<file path="src/rtl/assert_macros.svh">
// ----------------------------------------------------------------------------
// assert_macros.svh
// Concurrent assertion shorthands shared by the RTL.
// ----------------------------------------------------------------------------
`ifndef ASSERT_MACROS_SVH
`define ASSERT_MACROS_SVH

`ifndef SYNTHESIS

// same-cycle implication
`define ASSERT_IMPLY(lbl, clk, rst, ante, cons) \
  lbl: assert property (@(posedge clk) disable iff (rst) (ante) |-> (cons)) \
    else $error("assertion failed: implication");

// next-cycle implication
`define ASSERT_NEXT(lbl, clk, rst, ante, cons) \
  lbl: assert property (@(posedge clk) disable iff (rst) (ante) |=> (cons)) \
    else $error("assertion failed: next-cycle implication");

`else

`define ASSERT_IMPLY(lbl, clk, rst, ante, cons)
`define ASSERT_NEXT(lbl, clk, rst, ante, cons)

`endif

`endif

</file>
<file path="src/rtl/rhwa_pkg.sv">
// ----------------------------------------------------------------------------
// rhwa_pkg
// Widths, command codes and inter-module structs of the rate history block.
// ----------------------------------------------------------------------------
package rhwa_pkg;

  localparam int DATA_W = 64;
  localparam int WIN_W  = 7;
  localparam int CMD_W  = 2;

  localparam logic [CMD_W-1:0] CMD_ADD   = 2'd0;
  localparam logic [CMD_W-1:0] CMD_QUERY = 2'd1;
  localparam logic [CMD_W-1:0] CMD_CLEAR = 2'd2;

  // top -> history store
  typedef struct packed {
    logic              add;
    logic              clear;
    logic              start;
    logic [WIN_W-1:0]  window;
    logic [DATA_W-1:0] sample;
  } hist_ctrl_t;

  // history store -> top
  typedef struct packed {
    logic              sum_valid;
    logic [DATA_W-1:0] sum;
  } hist_stat_t;

  // top -> divider
  typedef struct packed {
    logic              start;
    logic [DATA_W-1:0] dividend;
    logic [WIN_W-1:0]  divisor;
  } div_ctrl_t;

  // divider -> top
  typedef struct packed {
    logic              done;
    logic [DATA_W-1:0] quotient;
  } div_stat_t;

endpackage

</file>
<file path="src/rtl/rhwa_if.sv">
// ----------------------------------------------------------------------------
// rhwa_if
// Request and response channels (valid/ready) of the rate history block.
// ----------------------------------------------------------------------------
interface rhwa_req_if;
  logic                         valid;
  logic                         ready;
  logic [rhwa_pkg::CMD_W-1:0]   cmd;
  logic [rhwa_pkg::DATA_W-1:0]  sample;
  logic [rhwa_pkg::WIN_W-1:0]   window;

  modport source (output valid, output cmd, output sample, output window, input ready);
  modport sink   (input valid, input cmd, input sample, input window, output ready);
endinterface

interface rhwa_rsp_if;
  logic                         valid;
  logic                         ready;
  logic [rhwa_pkg::DATA_W-1:0]  average;

  modport source (output valid, output average, input ready);
  modport sink   (input valid, input average, output ready);
endinterface

</file>
<file path="src/rtl/rhwa_hist.sv">
// ----------------------------------------------------------------------------
// rhwa_hist
// Circular sample store with a backward walk that accumulates the window sum.
// ----------------------------------------------------------------------------
module rhwa_hist #(
  parameter int DEPTH = 64
) (
  input  logic                 clk,
  input  logic                 rst,
  input  rhwa_pkg::hist_ctrl_t ctrl,
  output rhwa_pkg::hist_stat_t stat
);

  localparam int AW = (DEPTH > 1) ? $clog2(DEPTH) : 1;
  localparam int FW = $clog2(DEPTH + 1);

  logic [rhwa_pkg::DATA_W-1:0] mem [DEPTH];

  logic [AW-1:0]                wp;
  logic [FW-1:0]                fill;      // slots written since clear
  logic [AW-1:0]                rd_idx;
  logic [rhwa_pkg::WIN_W-1:0]   left;
  logic [FW-1:0]                vleft;     // written slots still ahead
  logic                         walking;
  logic                         pend;
  logic                         pend_tag;
  logic                         pend_last;
  logic [rhwa_pkg::DATA_W-1:0]  rd_data;
  logic [rhwa_pkg::DATA_W-1:0]  sum;
  logic                         done;

  function automatic logic [AW-1:0] step_back(input logic [AW-1:0] idx);
    step_back = (idx == '0) ? AW'(DEPTH - 1) : idx - AW'(1);
  endfunction

  // storage: one write port, one registered read port
  always_ff @(posedge clk) begin
    if (ctrl.add) begin
      mem[wp] <= ctrl.sample;
    end
    rd_data <= mem[rd_idx];
  end

  always_ff @(posedge clk) begin
    if (rst) begin
      wp   <= '0;
      fill <= '0;
    end else if (ctrl.clear) begin
      wp   <= '0;
      fill <= '0;
    end else if (ctrl.add) begin
      wp <= (wp == AW'(DEPTH - 1)) ? '0 : wp + AW'(1);
      if (fill != FW'(DEPTH)) begin
        fill <= fill + FW'(1);
      end
    end
  end

  // walk: issue one read a cycle, accumulate each word in the cycle after its read
  always_ff @(posedge clk) begin
    if (rst) begin
      walking <= 1'b0;
      pend    <= 1'b0;
      done    <= 1'b0;
    end else begin
      done <= pend && pend_last;
      pend <= walking;
      if (ctrl.start) begin
        walking <= 1'b1;
      end else if (walking && left == rhwa_pkg::WIN_W'(1)) begin
        walking <= 1'b0;
      end
    end
  end

  always_ff @(posedge clk) begin
    if (ctrl.start) begin
      rd_idx <= step_back(wp);
      left   <= ctrl.window;
      vleft  <= fill;
      sum    <= '0;
    end else begin
      if (walking) begin
        rd_idx <= step_back(rd_idx);
        left   <= left - rhwa_pkg::WIN_W'(1);
        if (vleft != '0) begin
          vleft <= vleft - FW'(1);
        end
      end
      if (pend && pend_tag) begin
        sum <= sum + rd_data;
      end
    end
    pend_tag  <= (vleft != '0);
    pend_last <= (left == rhwa_pkg::WIN_W'(1));
  end

  assign stat.sum_valid = done;
  assign stat.sum       = sum;

endmodule

</file>
<file path="src/rtl/rhwa_div.sv">
// ----------------------------------------------------------------------------
// rhwa_div
// Restoring divider, one quotient bit per cycle, small divisor.
// ----------------------------------------------------------------------------
module rhwa_div (
  input  logic                clk,
  input  logic                rst,
  input  rhwa_pkg::div_ctrl_t ctrl,
  output rhwa_pkg::div_stat_t stat
);

  localparam int DW    = rhwa_pkg::DATA_W;
  localparam int VW    = rhwa_pkg::WIN_W;
  localparam int CNT_W = $clog2(DW);

  logic             busy;
  logic             done;
  logic [CNT_W-1:0] cnt;
  logic [DW-1:0]    quo;
  logic [VW-1:0]    rem;
  logic [VW-1:0]    dsr;

  logic [VW:0]      shifted;
  logic [VW:0]      diff;
  logic             ge;

  // remainder stays below the divisor, so one compare-subtract per bit
  always_comb begin
    shifted = {rem, quo[DW-1]};
    diff    = shifted - {1'b0, dsr};
    ge      = (shifted >= {1'b0, dsr});
  end

  always_ff @(posedge clk) begin
    if (rst) begin
      busy <= 1'b0;
      done <= 1'b0;
    end else begin
      done <= busy && (cnt == CNT_W'(DW - 1));
      if (ctrl.start) begin
        busy <= 1'b1;
      end else if (busy && cnt == CNT_W'(DW - 1)) begin
        busy <= 1'b0;
      end
    end
  end

  always_ff @(posedge clk) begin
    if (ctrl.start) begin
      quo <= ctrl.dividend;
      rem <= '0;
      dsr <= ctrl.divisor;
      cnt <= '0;
    end else if (busy) begin
      quo <= {quo[DW-2:0], ge};
      rem <= ge ? diff[VW-1:0] : shifted[VW-1:0];
      cnt <= cnt + CNT_W'(1);
    end
  end

  assign stat.done     = done;
  assign stat.quotient = quo;

endmodule

</file>
<file path="src/rtl/rate_history_window_average_top.sv">
// ----------------------------------------------------------------------------
// rate_history_window_average_top
// Moving average over a circular history of 64-bit rate samples.
// ----------------------------------------------------------------------------
// Usage:
//   req (sink)  : cmd, sample, window. cmd add stores sample at the write
//                 pointer, cmd clear empties the history, cmd query asks for
//                 the truncated mean of the newest window samples.
//   rsp (source): average, one response per query only; adds, clears and
//                 the unused code produce no response.
//   Add and clear leave the sequencer idle; req.ready stays high behind them.
//   A query walks the store one slot per cycle, then runs the bit-serial
//   divider, then loads the output register. A window of zero or above
//   DEPTH answers 0 without the walk or the divider, through the output
//   register. req.ready is low while a query is in flight, since the store
//   has a single read port and the divider works one bit a cycle.
//   The response sits in an output register: further adds and clears are
//   taken while it waits; a new query finishes its work and then waits for
//   the old response to be taken.
//   Reset: history reads as empty (all zero) at once, no clearing pass; a
//   fill count marks which slots were written since reset or clear.
// ----------------------------------------------------------------------------
`include "assert_macros.svh"

module rate_history_window_average_top #(
  parameter int DEPTH = 64
) (
  input  logic              clk,
  input  logic              rst,
  rhwa_req_if.sink          req,
  rhwa_rsp_if.source        rsp
);

  localparam int FW    = $clog2(DEPTH + 1);
  localparam int CMP_W = ((FW > rhwa_pkg::WIN_W) ? FW : rhwa_pkg::WIN_W) + 1;

  // sequencer states
  localparam logic [1:0] S_IDLE = 2'd0;
  localparam logic [1:0] S_WALK = 2'd1;
  localparam logic [1:0] S_DIV  = 2'd2;
  localparam logic [1:0] S_DONE = 2'd3;

  logic [1:0]                   state;
  logic [1:0]                   state_next;
  logic [rhwa_pkg::WIN_W-1:0]   win_q;
  logic [rhwa_pkg::DATA_W-1:0]  res;
  logic                         out_valid;
  logic [rhwa_pkg::DATA_W-1:0]  out_avg;

  logic                         fire;
  logic                         win_ok;
  logic                         bad_query;
  logic                         out_free;

  rhwa_pkg::hist_ctrl_t         hist_ctrl;
  rhwa_pkg::hist_stat_t         hist_st;
  rhwa_pkg::div_ctrl_t          div_ctrl;
  rhwa_pkg::div_stat_t          div_st;

  assign req.ready = (state == S_IDLE);
  assign fire      = req.valid && req.ready;
  assign out_free  = !out_valid || rsp.ready;

  // window must be 1..DEPTH
  assign win_ok = (req.window != '0) && (CMP_W'(req.window) <= CMP_W'(DEPTH));

  // query with a window outside 1..DEPTH answers 0 without walking
  assign bad_query = fire && (req.cmd == rhwa_pkg::CMD_QUERY) && !win_ok;

  always_comb begin
    hist_ctrl.add    = fire && (req.cmd == rhwa_pkg::CMD_ADD);
    hist_ctrl.clear  = fire && (req.cmd == rhwa_pkg::CMD_CLEAR);
    hist_ctrl.start  = fire && (req.cmd == rhwa_pkg::CMD_QUERY) && win_ok;
    hist_ctrl.window = req.window;
    hist_ctrl.sample = req.sample;

    div_ctrl.start    = hist_st.sum_valid;
    div_ctrl.dividend = hist_st.sum;
    div_ctrl.divisor  = win_q;
  end

  rhwa_hist #(
    .DEPTH (DEPTH)
  ) u_hist (
    .clk  (clk),
    .rst  (rst),
    .ctrl (hist_ctrl),
    .stat (hist_st)
  );

  rhwa_div u_div (
    .clk  (clk),
    .rst  (rst),
    .ctrl (div_ctrl),
    .stat (div_st)
  );

  // sequencer
  always_comb begin
    state_next = state;
    unique case (state)
      S_IDLE: begin
        if (fire && req.cmd == rhwa_pkg::CMD_QUERY) begin
          state_next = win_ok ? S_WALK : S_DONE;
        end
      end
      S_WALK: begin
        if (hist_st.sum_valid) begin
          state_next = S_DIV;
        end
      end
      S_DIV: begin
        if (div_st.done) begin
          state_next = S_DONE;
        end
      end
      S_DONE: begin
        if (out_free) begin
          state_next = S_IDLE;
        end
      end
    endcase
  end

  always_ff @(posedge clk) begin
    if (rst) begin
      state <= S_IDLE;
    end else begin
      state <= state_next;
    end
  end

  // query payload: divisor and result
  always_ff @(posedge clk) begin
    if (fire) begin
      win_q <= req.window;
    end
    if (bad_query) begin
      res <= '0;
    end else if (state == S_DIV && div_st.done) begin
      res <= div_st.quotient;
    end
  end

  // output register
  always_ff @(posedge clk) begin
    if (rst) begin
      out_valid <= 1'b0;
    end else if (state == S_DONE && out_free) begin
      out_valid <= 1'b1;
    end else if (rsp.ready) begin
      out_valid <= 1'b0;
    end
  end

  always_ff @(posedge clk) begin
    if (state == S_DONE && out_free) begin
      out_avg <= res;
    end
  end

  assign rsp.valid   = out_valid;
  assign rsp.average = out_avg;

  // checks
  `ASSERT_IMPLY(a_sum_in_walk, clk, rst, hist_st.sum_valid, state == S_WALK)
  `ASSERT_IMPLY(a_div_in_div, clk, rst, div_st.done, state == S_DIV)
  `ASSERT_NEXT(a_bad_win_zero, clk, rst, bad_query, state == S_DONE && res == '0)
  `ASSERT_NEXT(a_done_loads, clk, rst, state == S_DONE && out_free, rsp.valid && state == S_IDLE)

endmodule

</file>
<file path="src/flat_wrapper.sv">
// flat-port wrapper written by rule: the top's interface ports become plain ports
module rate_history_window_average_top_flat 
#(
  parameter int DEPTH = 64
)
  (clk, rst, req_valid, req_cmd, req_sample, req_window, req_ready, rsp_valid, rsp_average, rsp_ready);
  rhwa_req_if req_i ();
  rhwa_rsp_if rsp_i ();
  input  logic clk;
  input  logic rst;
  input wire logic [$bits(req_i.valid)-1:0] req_valid;
  input wire logic [$bits(req_i.cmd)-1:0] req_cmd;
  input wire logic [$bits(req_i.sample)-1:0] req_sample;
  input wire logic [$bits(req_i.window)-1:0] req_window;
  output wire logic [$bits(req_i.ready)-1:0] req_ready;
  output wire logic [$bits(rsp_i.valid)-1:0] rsp_valid;
  output wire logic [$bits(rsp_i.average)-1:0] rsp_average;
  input wire logic [$bits(rsp_i.ready)-1:0] rsp_ready;
  assign req_i.valid = req_valid;
  assign req_i.cmd = req_cmd;
  assign req_i.sample = req_sample;
  assign req_i.window = req_window;
  assign req_ready = req_i.ready;
  assign rsp_valid = rsp_i.valid;
  assign rsp_average = rsp_i.average;
  assign rsp_i.ready = rsp_ready;
  rate_history_window_average_top #(.DEPTH(DEPTH)) u_core (.clk(clk), .rst(rst), .req(req_i), .rsp(rsp_i));
endmodule
</file>
<file path="config.mk">
export PLATFORM = sky130hd
export DESIGN_NAME = rate_history_window_average_top_flat
export DESIGN_NICKNAME = d
export VERILOG_FILES = /design/src/rtl/rhwa_pkg.sv /design/src/rtl/rhwa_if.sv /design/src/rtl/rhwa_hist.sv /design/src/rtl/rhwa_div.sv /design/src/rtl/rate_history_window_average_top.sv /design/src/flat_wrapper.sv
export VERILOG_INCLUDE_DIRS = /design/src /design/src/rtl
export SDC_FILE = /design/constraint.sdc
export NUM_CORES = 2
export LEC_CHECK = 0
export BUFFER_PORTS_ARGS = -buffer_cell sky130_fd_sc_hd__buf_2
export CORE_MARGIN = 2
export CORE_UTILIZATION = 25
export CTS_CLUSTER_DIAMETER = 100
export DETAILED_ROUTE_END_ITERATION = 7
export SYNTH_ARGS = -nofsm -noshare
export SYNTH_HDL_FRONTEND = slang
export SYNTH_SLANG_ARGS = --single-unit
</file>
<file path="constraint.sdc">
create_clock -name clk -period 6.1 [get_ports clk]
set_clock_uncertainty 0.1 [all_clocks]
set_input_delay 0.305 -clock clk [delete_from_list [all_inputs] [get_ports clk]]
set_output_delay 0.305 -clock clk [all_outputs]
set_load 0.05 [all_outputs]
</file>
[Word level (Yosys, flattened, before mapping)]
Memories as Yosys holds them, arrays and structs flattened. A register that Yosys moved wholly into a read port is not among the register bits.
Index checks and enable logic that the tools add are counted.
Widths: inputs -> output; s select.
Operators by class
  add/subtract/negate cells: 9
  multipliers: 0
  divide/modulo/power cells: 0
  $lt $le $gt $ge: 2
  equality and inequality tests: 13
  shifts and indexed selects: 0
  multiplexer cells: 27
  bitwise logic cells: 0
  reduce and logical (&&, ||, !) cells: 32
Operator list (count)
  $mux 64: 2
  $add 64x64->64: 1
  $mux 7: 6
  $mux 6: 5
  $reduce_bool 7->1: 2
  $sub 7x1->7 const B: 2
  $logic_and 1x1->1: 13
  $add 6x1->6 const B: 2
  $eq 6x6->1 const B: 2
  $logic_not 6->1: 2
  $reduce_bool 2->1: 6
  $sub 6x1->6 const B: 2
  $mux 2: 5
  $ge 8x7->1: 1
  $mux 1: 8
  $pmux 2 s4: 1
  $add 7x1->7 const B: 1
  $eq 7x1->1 const B: 1
  $le 7x7->1 const B: 1
  $ne 7x7->1 const B: 1
  $sub 7x7->7: 1
  $eq 2x2->1 const B: 3
  $ne 2x2->1 const B: 3
  $eq 2x1->1 const B: 2
  other kinds (7): 10
Storage, ports and cells
  register bits: 326
  bits in latches: 0
  memory bits (writable): 4096
  memory bits (read-only): 0
  bits of input ports: 77
  output and inout bits: 66
  logic and storage cells: 106
  memories: 1
Memory list
  u_core.u_hist.mem: words 64, bits a word 64, read ports 1, clocked after Yosys merged registers in 1, write ports 1, line rhwa_hist.sv:17  | logic [rhwa_pkg::DATA_W-1:0] mem [DEPTH];

[Logic depth before layout (Yosys ltp)]
  depth in word-level cells: 6
  gate-level depth with buffers: 14
  gate-level depth less buffers: 13

[By module]
From an unflattened synthesis, not the netlist that was laid out.
Second synthesis, totals
  cell total of the unflattened synthesis: 7720
  area, all modules: 173002.2 um^2
Modules (own cells, without submodules)
  rhwa_hist: instances 1, cells each 7072, area each 164398.9 um^2, seq. area each 126521.3 um^2
  rate_history_window_average_top: instances 1, cells each 384, area each 4704.5 um^2, seq. area each 3473.3 um^2
  rhwa_div: instances 1, cells each 264, area each 3898.7 um^2, seq. area each 2432.3 um^2

[Worst setup path before layout]
No wires, ideal clock.
  path kind: reg-to-reg
  start point: register u_core.state[0]
  end point: memory u_core.u_hist.mem[63][0] (netlist bit) (enable)
  setup time: 0.487 ns
  data arrival time: 5.015 ns
  required time: 5.513 ns
  path slack: 0.498 ns
  cell stages (with the launch flop): 10
  buffers on the path: 2
  clock period less this slack: 5.602 ns
  cell sequence: dfxtp_1 inv_1 ha_1 nand2_1 nor3_1 and2_0 clkbuf_1 nand3_1 clkbuf_1 nor2_1
On the way
  longest elaborated chain between the ends: 5
Ends and longest elaborated chain
  start, declared: line rate_history_window_average_top.sv:43  | logic [1:0] state;
  start signal, assigned: line rate_history_window_average_top.sv:129  | state <= state_next;
  $logic_not 2->1: line rate_history_window_average_top.sv:60  | assign req.ready = (state == S_IDLE);
  via req_ready: line flat_wrapper.sv:15  | output wire logic [$bits(req_i.ready)-1:0] req_ready;
  $logic_and 1x1->1: line rate_history_window_average_top.sv:61  | assign fire = req.valid && req.ready;
  $logic_and 1x1->1: line rate_history_window_average_top.sv:71  | hist_ctrl.add = fire && (req.cmd == rhwa_pkg::CMD_ADD);
  $mux 1: line rhwa_hist.sv:38  | if (ctrl.add) begin
  $mux 1 (not written as such): line rhwa_hist.sv:39  | mem[wp] <= ctrl.sample;
  end, declared: line rhwa_hist.sv:17
The timed path passes the listed nets, and every way through them passes these cells.

[Worst setup path after layout]
  start point: register u_core.state[0]
  end point: memory u_core.u_hist.mem[36][40] (netlist bit) (enable)
On the way
  longest elaborated chain between the ends: 5
Ends and longest elaborated chain (line)
  $logic_not 2->1: rate_history_window_average_top.sv:60
  $logic_and 1x1->1: rate_history_window_average_top.sv:61
  $logic_and 1x1->1: rate_history_window_average_top.sv:71
  $mux 1: rhwa_hist.sv:38
  $mux 1 (not written as such): rhwa_hist.sv:39
Every way passes these cells.

==> results list <==
- Initial cell density of the core: 25.1%
* Syn Inst Count: 7,708
- The number of setup buffers added after CTS is 0.
- Internal Dissipation: 52.0 mW
- Cells resized by post-CTS repair: 0
- For this run, asynchronously set or reset flops after synthesis account for 0%.
- Synthesis produced a netlist with a net count of 7,872.
* Sw power: 16.0 mW
- Net switching is 23.5% of the power.
- Post-detailed-placement half-perimeter wirelength: 268,000 um
- Data on the critical path arrives at its endpoint at 5.35 ns.
- In the final routed layout, each cell accounts on average for 26.6 um.
- Once placement finished, the instance area stood at 187,000 sq um.
- Clock-pin slew was measured on the worst setup and hold paths at 0.06 ns.
- Num rows: 305
- After synthesis the netlist holds a flip-flop and latch count of 4,486.
* Seq/Total Area, Yosys: 76.7%
* Maximum level of the CTS H-tree: 5
- Clock insertion delay at the later pin of the skew report: 1.03 ns
- Max transition margin: 8.85%
- Number of nets in the finished design: 8,375
* Cell leakage power: 61.8 nW
* Cell taking the most area after synthesis: sky130_fd_sc_hd__edfxtp_1
* Count of max-cap constraint violations: 0
- Setup violations remaining at the end of the flow were counted as 0.
- Entering global routing, the biggest net connects 114 pins.
- Residual overflow from global routing: 0
* EDFF count, synth: 4,258
- The count of nets left with antenna violations once routing finished came out at 0.
* Clk sink count: 4,486
* Die Span Y: 835 um
- Worst Max-Slew Pin Slew: 1.37 ns
- Number of buffers inserted by port buffering: 142
- Worst hold slack after final layout: 0.0428 ns
- Yosys printed 0 warnings.
- After detailed routing, the number of vias per cell comes to 4.72.
- The total count of max-transition violations in the final report came to 0.
- Portion of total power attributed to the clock network: 39.5%
* Total count of hold-check failures in the final report: 0
- Iter 0 DRT Violations: 11,400
- The first global-routing pass estimated 659,000 um of wire.
- Synth cell types: 88
- Sequential cells burn 51.4% of the power.
- TritonCTS built the clock tree.
- Cells fill 29.3% of the core in the end.
* Classification of the worst setup path: reg2reg
* Final sum of negative setup slack: 0 ns
- Vias: 84,100
- Of all nets on the critical path, the largest fanout is 22.
- Worst setup EP type: flip-flop
* Power after layout: 68.0 mW
- Antenna violations before repair: 65
* TritonRoute pass-1 iters: 6
* Outcome: complete, no violations
- Dividing the synthesized area by the synthesized cell count gives 22.4 sq um.
- The area growth from synthesis to layout is 16.8%.
- 143 I/O pins were placed.
- Synth Cell Area: 173,000 sq um
- Max Clock Freq: 208 MHz
* TritonCTS Buffers: 444
- Core area: 689,000 sq um
* Cells taking the most area after synthesis: sky130_fd_sc_hd__edfxtp_1, sky130_fd_sc_hd__mux4_2, sky130_fd_sc_hd__dfxtp_1
- Along the worst hold path, the cell count comes to 1.
- Setup repair after global routing left no endpoint under its margin.
- Once layout is done, the placed cells without fillers occupy 202,000 sq um.
* Fraction of power consumed by combinational cells: 9.1%
- Maximum buffer depth of the clock tree: 4
- Most common flop cell mapped by yosys: sky130_fd_sc_hd__edfxtp_1
- Buffers inserted to repair hold after CTS numbered 78.
* Chip width: 835 um
- Clock tree synthesis selected as its root buffer the cell sky130_fd_sc_hd__clkbuf_16.
- For this block, the routed nets add up to 474,000 um of wire.
* Die outline area: 698,000 sq um
- At the end of routability-driven placement, the weighted congestion stood at 0.778.
- Logic depth of the worst register-to-register path: 8
- Subtracting the final worst setup slack from the clock period gives 4.80 ns.
- Overall routing resource usage: 13.1%
- At the worst endpoint, the required time is 6.66 ns.
* Maximum ir drop on the vdd rail: 278 uV
- Of the cells placed in the final design, the portion with a size suffix greater than 1 is 29.0%.
* Number of global-route vias before repair: 82,000
* Area share of the largest cell type after synthesis: 74.0%
- Share of the clock period used by the worst path after layout: 78.6%
- In this run the worst hold path is classified as in2reg.
* Critical path launch point type: flip-flop
- For this run, design rule violations remaining after detail routing come to 0.
- For this design the ratio of total power to cell area is 337 nW/um^2.
[worst paths after layout]
kind / from / end / slack (ns)
max: u_core.state[0] / u_core.u_hist.mem[36][40] / 1.30
min: req_sample[38] / u_core.u_hist.mem[32][38] / 0.04
max reg2reg: u_core.state[0] / u_core.u_hist.mem[36][40] / 1.30
min reg2reg: u_core.res[56] / u_core.rsp.average[56] / 0.30
[power groups by stage]
| stage | Clock, mW | Sequential, mW | Combinational (mW) |
|---|---|---|---|
| final | 26.8 | 34.9 | 6.22 |
| after global routing | 28.5 | 35.0 | 6.76 |
| after CTS | 27.3 | 34.9 | 6.27 |
| after detailed placement | 0 | 35.6 | 6.19 |
| after global placement | 0 | 35.6 | 6.19 |
| after floorplan | 0 | 35.3 | 4.19 |
[state kept, by name (all words and copies together) (netlist names), 2 cells and up]
signal / flops
u_core.u_hist.left: 7
u_core.u_div.quo: 64
u_core.u_div.dsr: 7
u_core.u_hist.mem: 4096
u_core.u_div.cnt: 6
u_core.u_hist.rd_idx: 6
u_core.u_hist.vleft: 7
u_core.u_hist.wp: 6
u_core.u_hist.fill: 7
u_core.win_q: 7
u_core.state: 2
u_core.u_div.rem: 7
u_core.u_hist.rd_data: 64
u_core.u_hist.sum: 64
u_core.res: 64
u_core.rsp.average: 64
[per-stage QoR]
step,cells,setup slack (ns)
after floorplan,7708,0.498
after detailed placement,16900,1.15
after global placement,16900,1.14
final,17800,1.30
after CTS,17800,1.10
after global routing,17800,1.18
[worst max-delay path, stage by stage (launching register included)]
cell and delay, ns:
sky130_fd_sc_hd__dfxtp_1 0.33, sky130_fd_sc_hd__inv_1 0.12, sky130_fd_sc_hd__ha_1 0.26, sky130_fd_sc_hd__nand2_1 0.20
sky130_fd_sc_hd__nor3_2 0.70, sky130_fd_sc_hd__and2_0 0.41, sky130_fd_sc_hd__nand3_1 0.74, sky130_fd_sc_hd__nor2_4 1.21
sky130_fd_sc_hd__buf_12 0.33
[cells in the final DEF (no fill, tap or decap), drive strengths merged, types with 76 or more instances in the layout]
master          n
a21oi         229
buf           377
clkbuf        580
clkinv        188
dfxtp         228
dlygate4sd3    79
edfxtp       4258
ha             85
mux2           84
mux2i          76
mux4         1281
nand2         298
nor2          192
o21ai          95
[synthesized netlist by cell type, drive strengths merged, types with 5 or more instances]
library cell	instances
xor2	35
mux2i	76
a21o	39
clkbuf	235
and2	8
ha	85
or2	7
dfxtp	228
nand2b	15
a31oi	13
o221ai	22
a221oi	5
o22ai	22
nor3b	7
and3	9
nor2b	12
nor4	8
nand3b	8
mux4	1281
xnor2	42
nor2	192
o21ai	95
a211oi	12
or3	13
buf	164
o21bai	11
nor3	26
inv	36
o21a	14
a21oi	229
nand3	38
edfxtp	4258
and4	5
nand4	16
mux2	84
a22oi	6
nand2	298
[routing by layer]
metal / up-vias / GRT usage (%) / part of all wire [%]
met3: 691 / 2.69 / 9.1
li1: 33600 / - / -
met5: - / 0 / 0.049
met4: 34 / 3.24 / 2.7
met1: 45900 / 18.4 / 42
met2: 3834 / 20.8 / 47
[kinds of logic (layout without fill, tap and decap cells)]
group | count (synthesis) | in the layout | share of synthesized area, %
AO/OA/AOI/OAI | 513 | 513 | 1.86
XOR/XNOR | 77 | 77 | 0.390
adder cells (fa/ha/maj) | 87 | 87 | 0.639
buffers and inverters | 435 | 1320 | 1.06
flip-flops | 4486 | 4486 | 76.7
multiplexers | 1441 | 1441 | 17.7
other | 0 | 17 | 0
AND/OR/NAND/NOR | 669 | 669 | 1.72
[layout make-up]
cell class	instances	area (sq um)
well taps	9210	11500
fillers	66600	487000
multi-input cells	2787	39000
clock inverters	248	2340
diodes	17	42.5
clock buffers	580	12000
inverters	36	135
flip-flops and latches	4486	132000
repair buffers	456	4340
Note: power is estimated with default switching activity, not from simulation.
